===== config.mk =====
export PLATFORM = sky130hd
export DESIGN_NAME = depth_roi_point_projection_core_flat
export DESIGN_NICKNAME = d
export VERILOG_FILES = /design/src/hdl/drp_pkg.sv /design/src/hdl/drp_in_if.sv /design/src/hdl/drp_out_if.sv /design/src/hdl/drp_cfg_if.sv /design/src/hdl/drp_box_table.sv /design/src/hdl/drp_mul.sv /design/src/hdl/depth_roi_point_projection_core.sv /design/src/flat_wrapper.sv
export SDC_FILE = /design/constraint.sdc
export NUM_CORES = 2
export LEC_CHECK = 0
export ABC_CLOCK_PERIOD_IN_PS = 8189
export BUFFER_PORTS_ARGS = -buffer_cell sky130_fd_sc_hd__buf_2
export CORE_UTILIZATION = 46
export DETAILED_ROUTE_END_ITERATION = 16
export PLACE_DENSITY_LB_ADDON = 0.25
export SYNTH_ARGS = -nofsm -noshare
export SYNTH_HDL_FRONTEND = slang
export SYNTH_SLANG_ARGS = --single-unit

===== constraint.sdc =====
create_clock -name clk -period 8.19 [get_ports clk]
set_input_delay 1.2285 -clock clk [delete_from_list [all_inputs] [get_ports clk]]
set_output_delay 1.2285 -clock clk [all_outputs]
set_load 0.05 [all_outputs]

===== src/hdl/drp_pkg.sv =====
// ----------------------------------------------------------------------------
// drp_pkg
// Types and constants shared by the depth ROI point projection block.
// ----------------------------------------------------------------------------
package drp_pkg;

  localparam int COORD_W  = 12;
  localparam int DEPTH_W  = 16;
  localparam int BYTE_W   = 8;
  localparam int CENTER_W = 16;
  localparam int INV_W    = 24;
  localparam int ORDER_W  = 2;
  localparam int POS_W    = 32;
  localparam int CFG_IDX_W  = 3;
  localparam int CFG_DATA_W = 24;

  localparam int MAG_W    = 16;
  localparam int MUL_A_W  = 24;
  localparam int MUL_B_W  = 16;
  localparam int MUL_P_W  = MUL_A_W + MUL_B_W;
  localparam int ACC_W    = 56;
  localparam int FRAC_SHIFT = 20;
  localparam int Q_W      = ACC_W - FRAC_SHIFT;

  localparam logic [ACC_W-1:0] ROUND_BIAS = ACC_W'(20'hFFFFF);
  localparam logic [Q_W-1:0]   Q_POS_MAX  = Q_W'(32'h7FFF_FFFF);
  localparam logic [Q_W-1:0]   Q_NEG_MAX  = Q_W'(32'h8000_0000);
  localparam logic [POS_W-1:0] SAT_POS    = 32'h7FFF_FFFF;
  localparam logic [POS_W-1:0] SAT_NEG    = 32'h8000_0000;

  localparam logic [CFG_IDX_W-1:0] CFG_PRINC_X     = 3'd0;
  localparam logic [CFG_IDX_W-1:0] CFG_PRINC_Y     = 3'd1;
  localparam logic [CFG_IDX_W-1:0] CFG_INV_FOCAL_X = 3'd2;
  localparam logic [CFG_IDX_W-1:0] CFG_INV_FOCAL_Y = 3'd3;
  localparam logic [CFG_IDX_W-1:0] CFG_COLOR_ORDER = 3'd4;

  localparam logic [CENTER_W-1:0] PRINC_X_RST   = 16'd5120;
  localparam logic [CENTER_W-1:0] PRINC_Y_RST   = 16'd3840;
  localparam logic [INV_W-1:0]    INV_FOCAL_RST = 24'd31957;

  localparam logic [ORDER_W-1:0] COLOR_RGB  = 2'd0;
  localparam logic [ORDER_W-1:0] COLOR_BGR  = 2'd1;
  localparam logic [ORDER_W-1:0] COLOR_MONO = 2'd2;

  typedef enum logic [1:0] {
    OP_START   = 2'd0,
    OP_ADD_BOX = 2'd1,
    OP_PIXEL   = 2'd2,
    OP_END     = 2'd3
  } op_t;

  typedef enum logic [3:0] {
    S_IDLE,
    S_BOX_RD,
    S_BOX_CMP,
    S_PREP,
    S_MUL0,
    S_MUL1,
    S_MUL2,
    S_ACC,
    S_RND,
    S_EMIT
  } state_t;

  typedef struct packed {
    logic [COORD_W-1:0] left;
    logic [COORD_W-1:0] top;
    logic [COORD_W-1:0] width;
    logic [COORD_W-1:0] height;
  } box_t;

  typedef struct packed {
    logic en;
    box_t box;
  } box_wr_t;

endpackage


===== src/hdl/drp_in_if.sv =====
// ----------------------------------------------------------------------------
// drp_in_if
// Input item channel: operation, pixel and box fields.
// ----------------------------------------------------------------------------
interface drp_in_if import drp_pkg::*; ();
  logic               valid;
  logic               ready;
  logic [1:0]         operation;
  logic [COORD_W-1:0] pix_u;
  logic [COORD_W-1:0] pix_v;
  logic [DEPTH_W-1:0] depth_mm;
  logic [BYTE_W-1:0]  byte0;
  logic [BYTE_W-1:0]  byte1;
  logic [BYTE_W-1:0]  byte2;
  logic [COORD_W-1:0] box_left;
  logic [COORD_W-1:0] box_top;
  logic [COORD_W-1:0] box_width;
  logic [COORD_W-1:0] box_height;

  modport source (
    output valid, operation, pix_u, pix_v, depth_mm, byte0, byte1, byte2,
           box_left, box_top, box_width, box_height,
    input  ready
  );
  modport sink (
    input  valid, operation, pix_u, pix_v, depth_mm, byte0, byte1, byte2,
           box_left, box_top, box_width, box_height,
    output ready
  );
endinterface


===== src/hdl/drp_out_if.sv =====
// ----------------------------------------------------------------------------
// drp_out_if
// Result channel: point results and end of frame reports.
// ----------------------------------------------------------------------------
interface drp_out_if import drp_pkg::*; ();
  logic                     valid;
  logic                     ready;
  logic                     result_kind;
  logic                     point_valid;
  logic signed [POS_W-1:0]  x_mm;
  logic signed [POS_W-1:0]  y_mm;
  logic [DEPTH_W-1:0]       z_mm;
  logic [BYTE_W-1:0]        red;
  logic [BYTE_W-1:0]        green;
  logic [BYTE_W-1:0]        blue;
  logic                     any_in_box;
  logic                     box_overflow;

  modport source (
    output valid, result_kind, point_valid, x_mm, y_mm, z_mm, red, green, blue,
           any_in_box, box_overflow,
    input  ready
  );
  modport sink (
    input  valid, result_kind, point_valid, x_mm, y_mm, z_mm, red, green, blue,
           any_in_box, box_overflow,
    output ready
  );
endinterface


===== src/hdl/drp_cfg_if.sv =====
// ----------------------------------------------------------------------------
// drp_cfg_if
// Configuration write channel: register index and write data.
// ----------------------------------------------------------------------------
interface drp_cfg_if import drp_pkg::*; ();
  logic                  valid;
  logic                  ready;
  logic [CFG_IDX_W-1:0]  index;
  logic [CFG_DATA_W-1:0] data;

  modport source (output valid, index, data, input ready);
  modport sink (input valid, index, data, output ready);
endinterface


===== src/hdl/drp_box_table.sv =====
// ----------------------------------------------------------------------------
// drp_box_table
// Box table memory with registered read and inclusive bounds test.
// ----------------------------------------------------------------------------
module drp_box_table import drp_pkg::*; #(
  parameter int MAX_BOXES = 8,
  localparam int IDX_W = (MAX_BOXES > 1) ? $clog2(MAX_BOXES) : 1
) (
  input  logic               clk,
  input  box_wr_t            wr,
  input  logic [IDX_W-1:0]   wr_addr,
  input  logic               rd_en,
  input  logic [IDX_W-1:0]   rd_addr,
  input  logic [COORD_W-1:0] pix_u,
  input  logic [COORD_W-1:0] pix_v,
  output logic               hit
);

  box_t mem [MAX_BOXES];
  box_t rd_box_r;

  always_ff @(posedge clk) begin
    if (wr.en) begin
      mem[wr_addr] <= wr.box;
    end
  end

  always_ff @(posedge clk) begin
    if (rd_en) begin
      rd_box_r <= mem[rd_addr];
    end
  end

  logic [COORD_W:0] right_edge;
  logic [COORD_W:0] bottom_edge;

  always_comb begin
    right_edge  = {1'b0, rd_box_r.left} + {1'b0, rd_box_r.width};
    bottom_edge = {1'b0, rd_box_r.top} + {1'b0, rd_box_r.height};
    hit = (pix_u >= rd_box_r.left) && ({1'b0, pix_u} <= right_edge) &&
          (pix_v >= rd_box_r.top)  && ({1'b0, pix_v} <= bottom_edge);
  end

endmodule


===== src/hdl/drp_mul.sv =====
// ----------------------------------------------------------------------------
// drp_mul
// Shared unsigned 24x16 multiplier with registered product.
// ----------------------------------------------------------------------------
module drp_mul import drp_pkg::*; (
  input  logic               clk,
  input  logic [MUL_A_W-1:0] a,
  input  logic [MUL_B_W-1:0] b,
  output logic [MUL_P_W-1:0] p_r
);

  always_ff @(posedge clk) begin
    p_r <= MUL_P_W'(a) * MUL_P_W'(b);
  end

endmodule


===== src/hdl/depth_roi_point_projection_core.sv =====
// Start and add-box items are taken in S_IDLE. An end report moves to S_EMIT and is
// loaded into the output register once that register is free. A pixel probes the
// boxes (S_BOX_RD, S_BOX_CMP) in turn and projects both axes for a valid point.
// One item at a time: the next transfer is taken once the result is loaded. The
// box scan (one memory port) and a single 24x16 multiplier used three times per
// axis set the item time. Reset: clears box count and flags, sets config defaults.
// ----------------------------------------------------------------------------
// depth_roi_point_projection_core
// Pinhole back-projection of depth pixels that fall inside a table of boxes.
// ----------------------------------------------------------------------------
module depth_roi_point_projection_core import drp_pkg::*; #(
  parameter int MAX_BOXES = 8
) (
  input logic      clk,
  input logic      rst_n,
  drp_in_if.sink   in_ch,
  drp_out_if.source out_ch,
  drp_cfg_if.sink  cfg_ch
);

  localparam int IDX_W = (MAX_BOXES > 1) ? $clog2(MAX_BOXES) : 1;
  localparam int CNT_W = $clog2(MAX_BOXES + 1);

  // config
  logic [CENTER_W-1:0] princ_x_r, princ_y_r;
  logic [INV_W-1:0]    inv_fx_r, inv_fy_r;
  logic [ORDER_W-1:0]  color_order_r;

  assign cfg_ch.ready = 1'b1;

  always_ff @(posedge clk) begin
    if (!rst_n) begin
      princ_x_r     <= PRINC_X_RST;
      princ_y_r     <= PRINC_Y_RST;
      inv_fx_r      <= INV_FOCAL_RST;
      inv_fy_r      <= INV_FOCAL_RST;
      color_order_r <= COLOR_RGB;
    end else if (cfg_ch.valid) begin
      case (cfg_ch.index)
        CFG_PRINC_X:     princ_x_r     <= cfg_ch.data[CENTER_W-1:0];
        CFG_PRINC_Y:     princ_y_r     <= cfg_ch.data[CENTER_W-1:0];
        CFG_INV_FOCAL_X: inv_fx_r      <= cfg_ch.data[INV_W-1:0];
        CFG_INV_FOCAL_Y: inv_fy_r      <= cfg_ch.data[INV_W-1:0];
        CFG_COLOR_ORDER: color_order_r <= cfg_ch.data[ORDER_W-1:0];
        default: ;
      endcase
    end
  end

  // control state
  state_t           state_r, state_nxt;
  logic [CNT_W-1:0] box_count_r, box_count_nxt;
  logic [CNT_W-1:0] idx_r, idx_nxt;
  logic             hit_r, hit_nxt;
  logic             ovf_r, ovf_nxt;
  logic             in_box_r, in_box_nxt;
  logic             report_r, report_nxt;
  logic             ax_r, ax_nxt;
  logic             out_valid_r, out_valid_nxt;

  // item and datapath
  logic [COORD_W-1:0] u_r, v_r;
  logic [DEPTH_W-1:0] depth_r;
  logic [BYTE_W-1:0]  b0_r, b1_r, b2_r;
  logic               neg_r;
  logic [MAG_W-1:0]   mag_r;
  logic [15:0]        md_hi_r;
  logic [ACC_W-1:0]   acc_r;
  logic [POS_W-1:0]   x_r, y_r;

  // output register
  logic               o_kind_r, o_pv_r, o_any_r, o_ovf_r;
  logic [POS_W-1:0]   o_x_r, o_y_r;
  logic [DEPTH_W-1:0] o_z_r;
  logic [BYTE_W-1:0]  o_red_r, o_green_r, o_blue_r;

  logic in_xfer;
  logic emit;
  op_t  op;

  assign in_ch.ready = (state_r == S_IDLE);
  assign in_xfer     = in_ch.valid && in_ch.ready;
  assign op          = op_t'(in_ch.operation);
  assign emit        = (state_r == S_EMIT) && (!out_valid_r || out_ch.ready);

  // box table
  box_wr_t box_wr;
  logic    box_hit;

  always_comb begin
    box_wr.en         = in_xfer && (op == OP_ADD_BOX) &&
                        (box_count_r < CNT_W'(MAX_BOXES));
    box_wr.box.left   = in_ch.box_left;
    box_wr.box.top    = in_ch.box_top;
    box_wr.box.width  = in_ch.box_width;
    box_wr.box.height = in_ch.box_height;
  end

  drp_box_table #(.MAX_BOXES(MAX_BOXES)) u_box_table (
    .clk     (clk),
    .wr      (box_wr),
    .wr_addr (box_count_r[IDX_W-1:0]),
    .rd_en   (state_r == S_BOX_RD),
    .rd_addr (idx_r[IDX_W-1:0]),
    .pix_u   (u_r),
    .pix_v   (v_r),
    .hit     (box_hit)
  );

  // shared multiplier
  logic [MUL_A_W-1:0] mul_a;
  logic [MUL_B_W-1:0] mul_b;
  logic [MUL_P_W-1:0] mul_p;
  logic [INV_W-1:0]   inv_sel;

  assign inv_sel = ax_r ? inv_fy_r : inv_fx_r;

  always_comb begin
    case (state_r)
      S_MUL0: begin
        mul_a = MUL_A_W'(depth_r);
        mul_b = mag_r;
      end
      S_MUL1: begin
        mul_a = inv_sel;
        mul_b = mul_p[15:0];
      end
      default: begin
        mul_a = inv_sel;
        mul_b = md_hi_r;
      end
    endcase
  end

  drp_mul u_mul (
    .clk (clk),
    .a   (mul_a),
    .b   (mul_b),
    .p_r (mul_p)
  );

  // axis prep and rounding
  logic [CENTER_W-1:0] pix_fx;
  logic [CENTER_W-1:0] center_sel;
  logic                neg_calc;
  logic [MAG_W-1:0]    mag_calc;
  logic [Q_W-1:0]      q;
  logic [POS_W-1:0]    axis_res;

  always_comb begin
    pix_fx     = ax_r ? {v_r, 4'b0000} : {u_r, 4'b0000};
    center_sel = ax_r ? princ_y_r : princ_x_r;
    neg_calc   = pix_fx < center_sel;
    mag_calc   = neg_calc ? (center_sel - pix_fx) : (pix_fx - center_sel);
    q          = acc_r[ACC_W-1:FRAC_SHIFT];
    if (!neg_r) begin
      axis_res = (q > Q_POS_MAX) ? SAT_POS : q[POS_W-1:0];
    end else begin
      axis_res = (q > Q_NEG_MAX) ? SAT_NEG : (POS_W'(0) - q[POS_W-1:0]);
    end
  end

  // sequencer
  always_comb begin
    state_nxt     = state_r;
    box_count_nxt = box_count_r;
    idx_nxt       = idx_r;
    hit_nxt       = hit_r;
    ovf_nxt       = ovf_r;
    in_box_nxt    = in_box_r;
    report_nxt    = report_r;
    ax_nxt        = ax_r;
    out_valid_nxt = out_valid_r;
    if (out_ch.ready) begin
      out_valid_nxt = 1'b0;
    end
    case (state_r)
      S_IDLE: begin
        if (in_xfer) begin
          case (op)
            OP_START: begin
              box_count_nxt = '0;
              hit_nxt       = 1'b0;
              ovf_nxt       = 1'b0;
            end
            OP_ADD_BOX: begin
              if (box_count_r < CNT_W'(MAX_BOXES)) begin
                box_count_nxt = box_count_r + CNT_W'(1);
              end else begin
                ovf_nxt = 1'b1;
              end
            end
            OP_PIXEL: begin
              report_nxt = 1'b0;
              in_box_nxt = 1'b0;
              idx_nxt    = '0;
              ax_nxt     = 1'b0;
              state_nxt  = (box_count_r == '0) ? S_EMIT : S_BOX_RD;
            end
            OP_END: begin
              report_nxt = 1'b1;
              state_nxt  = S_EMIT;
            end
            default: ;
          endcase
        end
      end
      S_BOX_RD: state_nxt = S_BOX_CMP;
      S_BOX_CMP: begin
        if (box_hit) begin
          in_box_nxt = 1'b1;
          hit_nxt    = 1'b1;
          state_nxt  = (depth_r != '0) ? S_PREP : S_EMIT;
        end else begin
          idx_nxt   = idx_r + CNT_W'(1);
          state_nxt = (idx_nxt == box_count_r) ? S_EMIT : S_BOX_RD;
        end
      end
      S_PREP: state_nxt = S_MUL0;
      S_MUL0: state_nxt = S_MUL1;
      S_MUL1: state_nxt = S_MUL2;
      S_MUL2: state_nxt = S_ACC;
      S_ACC:  state_nxt = S_RND;
      S_RND: begin
        if (!ax_r) begin
          ax_nxt    = 1'b1;
          state_nxt = S_PREP;
        end else begin
          state_nxt = S_EMIT;
        end
      end
      S_EMIT: begin
        if (emit) begin
          out_valid_nxt = 1'b1;
          state_nxt     = S_IDLE;
        end
      end
      default: state_nxt = S_IDLE;
    endcase
  end

  always_ff @(posedge clk) begin
    if (!rst_n) begin
      state_r     <= S_IDLE;
      box_count_r <= '0;
      idx_r       <= '0;
      hit_r       <= 1'b0;
      ovf_r       <= 1'b0;
      in_box_r    <= 1'b0;
      report_r    <= 1'b0;
      ax_r        <= 1'b0;
      out_valid_r <= 1'b0;
    end else begin
      state_r     <= state_nxt;
      box_count_r <= box_count_nxt;
      idx_r       <= idx_nxt;
      hit_r       <= hit_nxt;
      ovf_r       <= ovf_nxt;
      in_box_r    <= in_box_nxt;
      report_r    <= report_nxt;
      ax_r        <= ax_nxt;
      out_valid_r <= out_valid_nxt;
    end
  end

  // datapath registers
  always_ff @(posedge clk) begin
    if (in_xfer && (op == OP_PIXEL)) begin
      u_r     <= in_ch.pix_u;
      v_r     <= in_ch.pix_v;
      depth_r <= in_ch.depth_mm;
      b0_r    <= in_ch.byte0;
      b1_r    <= in_ch.byte1;
      b2_r    <= in_ch.byte2;
    end
    case (state_r)
      S_PREP: begin
        neg_r <= neg_calc;
        mag_r <= mag_calc;
      end
      S_MUL1: md_hi_r <= mul_p[31:16];
      S_MUL2: acc_r <= ACC_W'(mul_p) + (neg_r ? ROUND_BIAS : '0);
      S_ACC:  acc_r <= acc_r + {mul_p[ACC_W-17:0], 16'h0000};
      S_RND: begin
        if (!ax_r) begin
          x_r <= axis_res;
        end else begin
          y_r <= axis_res;
        end
      end
      default: ;
    endcase
  end

  // output register load
  logic pv;
  assign pv = in_box_r && (depth_r != '0);

  always_ff @(posedge clk) begin
    if (emit) begin
      o_kind_r <= report_r;
      o_any_r  <= report_r && hit_r;
      o_ovf_r  <= report_r && ovf_r;
      o_pv_r   <= !report_r && pv;
      o_x_r    <= (!report_r && pv) ? x_r : '0;
      o_y_r    <= (!report_r && pv) ? y_r : '0;
      o_z_r    <= (!report_r && pv) ? depth_r : '0;
      if (report_r) begin
        o_red_r   <= '0;
        o_green_r <= '0;
        o_blue_r  <= '0;
      end else begin
        case (color_order_r)
          COLOR_BGR: begin
            o_red_r   <= b2_r;
            o_green_r <= b1_r;
            o_blue_r  <= b0_r;
          end
          COLOR_MONO: begin
            o_red_r   <= b0_r;
            o_green_r <= b0_r;
            o_blue_r  <= b0_r;
          end
          default: begin
            o_red_r   <= b0_r;
            o_green_r <= b1_r;
            o_blue_r  <= b2_r;
          end
        endcase
      end
    end
  end

  assign out_ch.valid        = out_valid_r;
  assign out_ch.result_kind  = o_kind_r;
  assign out_ch.point_valid  = o_pv_r;
  assign out_ch.x_mm         = o_x_r;
  assign out_ch.y_mm         = o_y_r;
  assign out_ch.z_mm         = o_z_r;
  assign out_ch.red          = o_red_r;
  assign out_ch.green        = o_green_r;
  assign out_ch.blue         = o_blue_r;
  assign out_ch.any_in_box   = o_any_r;
  assign out_ch.box_overflow = o_ovf_r;

  // checks
  a_count_bound: assert property (@(posedge clk) disable iff (!rst_n)
    box_count_r <= CNT_W'(MAX_BOXES))
    else $error("box count beyond table depth");

  a_start_clears: assert property (@(posedge clk) disable iff (!rst_n)
    (in_xfer && (op == OP_START)) |=> (box_count_r == '0) && !hit_r && !ovf_r)
    else $error("start item did not clear frame state");

  a_valid_depth: assert property (@(posedge clk) disable iff (!rst_n)
    (out_valid_r && o_pv_r) |-> (o_z_r != '0) && !o_kind_r)
    else $error("valid point with zero depth or on a report");

  a_scan_in_range: assert property (@(posedge clk) disable iff (!rst_n)
    (state_r == S_BOX_RD) |-> (idx_r < box_count_r))
    else $error("box scan past filled entries");

endmodule

===== src/flat_wrapper.sv =====
// flat-port wrapper written by rule: the top's interface ports become plain ports
module depth_roi_point_projection_core_flat import drp_pkg::*;
#(
  parameter int MAX_BOXES = 8
)
  (clk, rst_n, in_ch_valid, in_ch_operation, in_ch_pix_u, in_ch_pix_v, in_ch_depth_mm, in_ch_byte0, in_ch_byte1, in_ch_byte2, in_ch_box_left, in_ch_box_top, in_ch_box_width, in_ch_box_height, in_ch_ready, out_ch_valid, out_ch_result_kind, out_ch_point_valid, out_ch_x_mm, out_ch_y_mm, out_ch_z_mm, out_ch_red, out_ch_green, out_ch_blue, out_ch_any_in_box, out_ch_box_overflow, out_ch_ready, cfg_ch_valid, cfg_ch_index, cfg_ch_data, cfg_ch_ready);
  drp_in_if in_ch_i ();
  drp_out_if out_ch_i ();
  drp_cfg_if cfg_ch_i ();
  input logic clk;
  input logic rst_n;
  input wire logic [$bits(in_ch_i.valid)-1:0] in_ch_valid;
  input wire logic [$bits(in_ch_i.operation)-1:0] in_ch_operation;
  input wire logic [$bits(in_ch_i.pix_u)-1:0] in_ch_pix_u;
  input wire logic [$bits(in_ch_i.pix_v)-1:0] in_ch_pix_v;
  input wire logic [$bits(in_ch_i.depth_mm)-1:0] in_ch_depth_mm;
  input wire logic [$bits(in_ch_i.byte0)-1:0] in_ch_byte0;
  input wire logic [$bits(in_ch_i.byte1)-1:0] in_ch_byte1;
  input wire logic [$bits(in_ch_i.byte2)-1:0] in_ch_byte2;
  input wire logic [$bits(in_ch_i.box_left)-1:0] in_ch_box_left;
  input wire logic [$bits(in_ch_i.box_top)-1:0] in_ch_box_top;
  input wire logic [$bits(in_ch_i.box_width)-1:0] in_ch_box_width;
  input wire logic [$bits(in_ch_i.box_height)-1:0] in_ch_box_height;
  output wire logic [$bits(in_ch_i.ready)-1:0] in_ch_ready;
  output wire logic [$bits(out_ch_i.valid)-1:0] out_ch_valid;
  output wire logic [$bits(out_ch_i.result_kind)-1:0] out_ch_result_kind;
  output wire logic [$bits(out_ch_i.point_valid)-1:0] out_ch_point_valid;
  output wire logic [$bits(out_ch_i.x_mm)-1:0] out_ch_x_mm;
  output wire logic [$bits(out_ch_i.y_mm)-1:0] out_ch_y_mm;
  output wire logic [$bits(out_ch_i.z_mm)-1:0] out_ch_z_mm;
  output wire logic [$bits(out_ch_i.red)-1:0] out_ch_red;
  output wire logic [$bits(out_ch_i.green)-1:0] out_ch_green;
  output wire logic [$bits(out_ch_i.blue)-1:0] out_ch_blue;
  output wire logic [$bits(out_ch_i.any_in_box)-1:0] out_ch_any_in_box;
  output wire logic [$bits(out_ch_i.box_overflow)-1:0] out_ch_box_overflow;
  input wire logic [$bits(out_ch_i.ready)-1:0] out_ch_ready;
  input wire logic [$bits(cfg_ch_i.valid)-1:0] cfg_ch_valid;
  input wire logic [$bits(cfg_ch_i.index)-1:0] cfg_ch_index;
  input wire logic [$bits(cfg_ch_i.data)-1:0] cfg_ch_data;
  output wire logic [$bits(cfg_ch_i.ready)-1:0] cfg_ch_ready;
  assign in_ch_i.valid = in_ch_valid;
  assign in_ch_i.operation = in_ch_operation;
  assign in_ch_i.pix_u = in_ch_pix_u;
  assign in_ch_i.pix_v = in_ch_pix_v;
  assign in_ch_i.depth_mm = in_ch_depth_mm;
  assign in_ch_i.byte0 = in_ch_byte0;
  assign in_ch_i.byte1 = in_ch_byte1;
  assign in_ch_i.byte2 = in_ch_byte2;
  assign in_ch_i.box_left = in_ch_box_left;
  assign in_ch_i.box_top = in_ch_box_top;
  assign in_ch_i.box_width = in_ch_box_width;
  assign in_ch_i.box_height = in_ch_box_height;
  assign in_ch_ready = in_ch_i.ready;
  assign out_ch_valid = out_ch_i.valid;
  assign out_ch_result_kind = out_ch_i.result_kind;
  assign out_ch_point_valid = out_ch_i.point_valid;
  assign out_ch_x_mm = out_ch_i.x_mm;
  assign out_ch_y_mm = out_ch_i.y_mm;
  assign out_ch_z_mm = out_ch_i.z_mm;
  assign out_ch_red = out_ch_i.red;
  assign out_ch_green = out_ch_i.green;
  assign out_ch_blue = out_ch_i.blue;
  assign out_ch_any_in_box = out_ch_i.any_in_box;
  assign out_ch_box_overflow = out_ch_i.box_overflow;
  assign out_ch_i.ready = out_ch_ready;
  assign cfg_ch_i.valid = cfg_ch_valid;
  assign cfg_ch_i.index = cfg_ch_index;
  assign cfg_ch_i.data = cfg_ch_data;
  assign cfg_ch_ready = cfg_ch_i.ready;
  depth_roi_point_projection_core #(.MAX_BOXES(MAX_BOXES)) u_core (.clk(clk), .rst_n(rst_n), .in_ch(in_ch_i), .out_ch(out_ch_i), .cfg_ch(cfg_ch_i));
endmodule

==> impl_metrics.csv <==
group,metric,value,unit
clock_network,cts_inserted_buffers,94,
synth,synth_cell_types,86,
clock_network,htree_levels,3,
global_routing,antenna_found_initial,13,
synth,synth.largest_area_cell,"edfxtp_1",
clock_network,clock_latency,0.70,ns
synth,synthFlopType,"edfxtp_1",
floorplanning,die_h,336,um
power,report.power.total,0.0261,W
global_routing,grt_first_pass_wirelength,197000,um
synth,avgSynthCellArea,12.0,um2
worst_setup_path,critPathLaunchType,"flip-flop",
worst_setup_path,crit_buf_inv,6,
routing,wl,128000,um
worst_setup_path,slowest_delay,0.55,ns
sta,rsz0062_at_grt,"no",
finish,fin_util,52.1,%
placed_design,hpwl,92600,um
finish,fillers,9601,
placed_design,place_inst,5923,
floorplanning,start_util,46.4,%
finish,num-nets-final,5260,
worst_setup_path,cp.required,8.79,ns
synth,yosysWarnings,0,
worst_setup_path,end_kind,"flip-flop",
finish,area_delta_synth_final,12.3,%
synth,synth_edf_count,741,
routing,ant_nets,0,
worst_setup_path,path_class,"flip-flop to flip-flop",
power,cellLeakagePower,22.8,nW
finish,drive_above_1_share,14.5,%
global_routing,gr-usage-all-layers,23.0,%
worst_setup_path,timing.rr.start,"u_core.state_r[1]",
routing,avgRoutedWirePerCell,20.9,um
synth,synth_nets,5001,
clock_network,hold_buffers,0,
sta,relSlewSlack,18.4,%
power,p_per_area,453,mW/mm2
routing,drc,0,
global_routing,grt_pass1_vias,33600,
routing,dr_total_vias,33100,
sta,final_hold_viol_count,0,
sta,fin_tns_setup,0,ns
flow_run,max-cap-violations,0,
worst_setup_path,cp_common_cell,"fa_1",
routing,drtPass1Iterations,6,
sta,worst_pin_slew,1.22,ns
clock_network,cts_tree,"done",
sta,min_period,7.76,ns
floorplanning,rows,122,
synth,synthArstFlopShare,0,%
sta,fin_worst_skew,0.0388,ns
worst_setup_path,cp_slowest_cell,"fa_1",
synth,synth_top_cell_area_share,43.4,%
finish,seqCellArea,0.0251,mm2
clock_network,cts-root-buf,"clkbuf_16",
clock_network,clk_pin_slew,0.06,ns
clock_network,cts_sinks,881,
global_routing,grt_max_degree,101,
worst_setup_path,critical_path.startpoint,"u_core.state_r[1]",
sta,timing.fmax,129,MHz
sta,setup_viol,0,
global_routing,grt-ovfl-total,0,
min_path,hp-start,"u_core.inv_fy_r[20]",
worst_setup_path,path_delay_family,"adder cells",
synth,ys_ff_latch,881,
routing,routed_via_density,5.42,
placed_design,io_buffers,255,
sta,min_period_over_period,94.8,%
worst_setup_path,path_max_fanout,20,
worst_setup_path,crit_arrival,8.36,ns
synth,synth_area_leaders,"edfxtp_1 43%, fa_1 12%, ha_1 6.6%",
floorplanning,dieArea,0.113,mm2
routing,initialDrtViolationCount,2363,
finish,layout.cells.non_filler,6103,
synth,syn_area,0.0513,mm2
power,ir_drop,1.27,mV
min_path,hold_class,"flip-flop to flip-flop",
finish,multi_input_area,0.0240,mm2
sta,maxSlewViolCount,0,
floorplanning,ios,257,
placed_design,place.gp.congestion,0.948,
sta,fin_ws,0.429,ns
synth,syn_inst,4274,
placed_design,dp_worst_setup_slack,0.531,ns
clock_network,cts.path.max_buffers,3,
outcome,status,"completed",
floorplanning,fp.dieW,336,um
floorplanning,core_area,0.111,mm2
synth,yosysSeqAreaShare,48.8,%
layout by cell type (no fill, tap or decap), drive strengths merged, types with 10 or more instances in the layout:
cell type  netlist  layout
a21oi          166     166
a21o            73      73
nand2          508     508
o21ai          120     120
nand3           57      57
nand2b          33      33
xnor2           74      74
fa             310     310
and2           100     100
clkinv           2      38
edfxtp         741     741
ha             271     271
a21boi          65      65
nand4           25      25
mux2i           92      92
o21bai          15      15
clkbuf         147     121
mux2            53      53
inv            455     459
o211ai          11      11
buf             24     334
o21a            47      47
o22ai           13      13
o22a            25      25
xor2            55      55
a211oi          10      10
nor2           301     301
dfxtp          140     140
or3             18      18
nor2b           26      26
nor3            46      46
mux4            96      96
a31oi           19      19
nor4            14      14
or2             12      12
per-layer routing:
metal	vias up	GRT usage (%)	part of all wire, %
li1	15400	-	-
met4	10	6.56	2.7
met2	941	40.2	51
met3	241	3.62	5.7
met5	-	0	0.046
met1	16500	29.3	41
final timing paths:
path	end	slack, ns	depth (start not counted)
worst max-delay path	u_core.u_mul.p_r[29]	0.43	28
worst min-delay path	u_core.inv_fy_r[20]	0.47	2
worst max register to register	u_core.u_mul.p_r[29]	0.43	28
worst min register to register	u_core.inv_fy_r[20]	0.47	2
cells by family after synthesis:
group,synth area share [%]
flip-flops,48.8
other,0.00731
multiplexers,7.17
buffers and inverters,4.63
XOR/XNOR,2.20
AO/OA/AOI/OAI,8.16
adder cells (fa/ha/maj),18.7
AND/OR/NAND/NOR,10.3
flip-flops by register name, summed over array words and instances, names as in the netlist, 12 cells and up:
name / cells
u_core.princ_y_r: 16
u_core.depth_r: 16
u_core.md_hi_r: 16
u_core.princ_x_r: 16
u_core.mag_r: 16
u_core.u_box_table.rd_box_r: 48
u_core.out_ch.z_mm: 16
u_core.inv_fy_r: 24
u_core.u_box_table.mem: 384
u_core.u_mul.p_r: 40
u_core.inv_fx_r: 24
u_core.y_r: 32
u_core.acc_r: 40
u_core.out_ch.x_mm: 32
u_core.u_r: 12
u_core.x_r: 32
u_core.v_r: 12
u_core.out_ch.y_mm: 32
synth_stat cells (26+ instances only):
cell and number:
edfxtp_1 741, nand2_1 508, inv_1 455, fa_1 310, nor2_1 301, ha_1 271, a21oi_1 166, clkbuf_1 147
dfxtp_1 140, and2_1 98, o21ai_0 98, mux4_2 96, mux2i_1 92, xnor2_1 74, a21o_1 73, a21boi_0 64
nand3_1 57, xor2_1 55, mux2_2 53, o21a_1 47, nor3_1 45, nand2b_1 33, nor2b_1 26
power by group:
group	internal [W]	switching, W	leakage, nW
logic	0.00657	0.00935	13.5
clock network	0.00247	0.00177	1.50
registers	0.00556	0.000386	7.86
repair_timing:
item	in CTS	in global routing
buffers inserted	0	2
resized for setup	0	1
endpoints found under the setup margin	0	1
metrics by stage:
stage | hold slack, ns | area, um2
after floorplan | 0.406 | 51300
after global placement | 0.450 | 54500
after detailed placement | 0.456 | 54500
after CTS | 0.467 | 57600
after global routing | 0.481 | 57600
final | 0.465 | 57600
worst reg2reg max path: cells and delay by family (launching register included):
kind | cells | cell delay, ns
adders and majority gates | 7 | 3.31
AOI/OAI and AO/OA | 6 | 1.61
and+or+nand+nor | 8 | 1.44
buffers and inverters | 6 | 0.86
DFF | 1 | 0.31
xor gates and xnor gates | 1 | 0.16
area by class of cell:
type | instances | area share, %
antenna | 4 | 0.0174
clock buffer | 121 | 4.37
clock inverter | 53 | 1.01
inverter | 457 | 2.98
multi-input combinational | 2765 | 41.6
sequential | 881 | 43.5
tap | 1488 | 3.23
timing repair buffer | 334 | 3.26
Note: power is estimated with default switching activity, not from simulation.
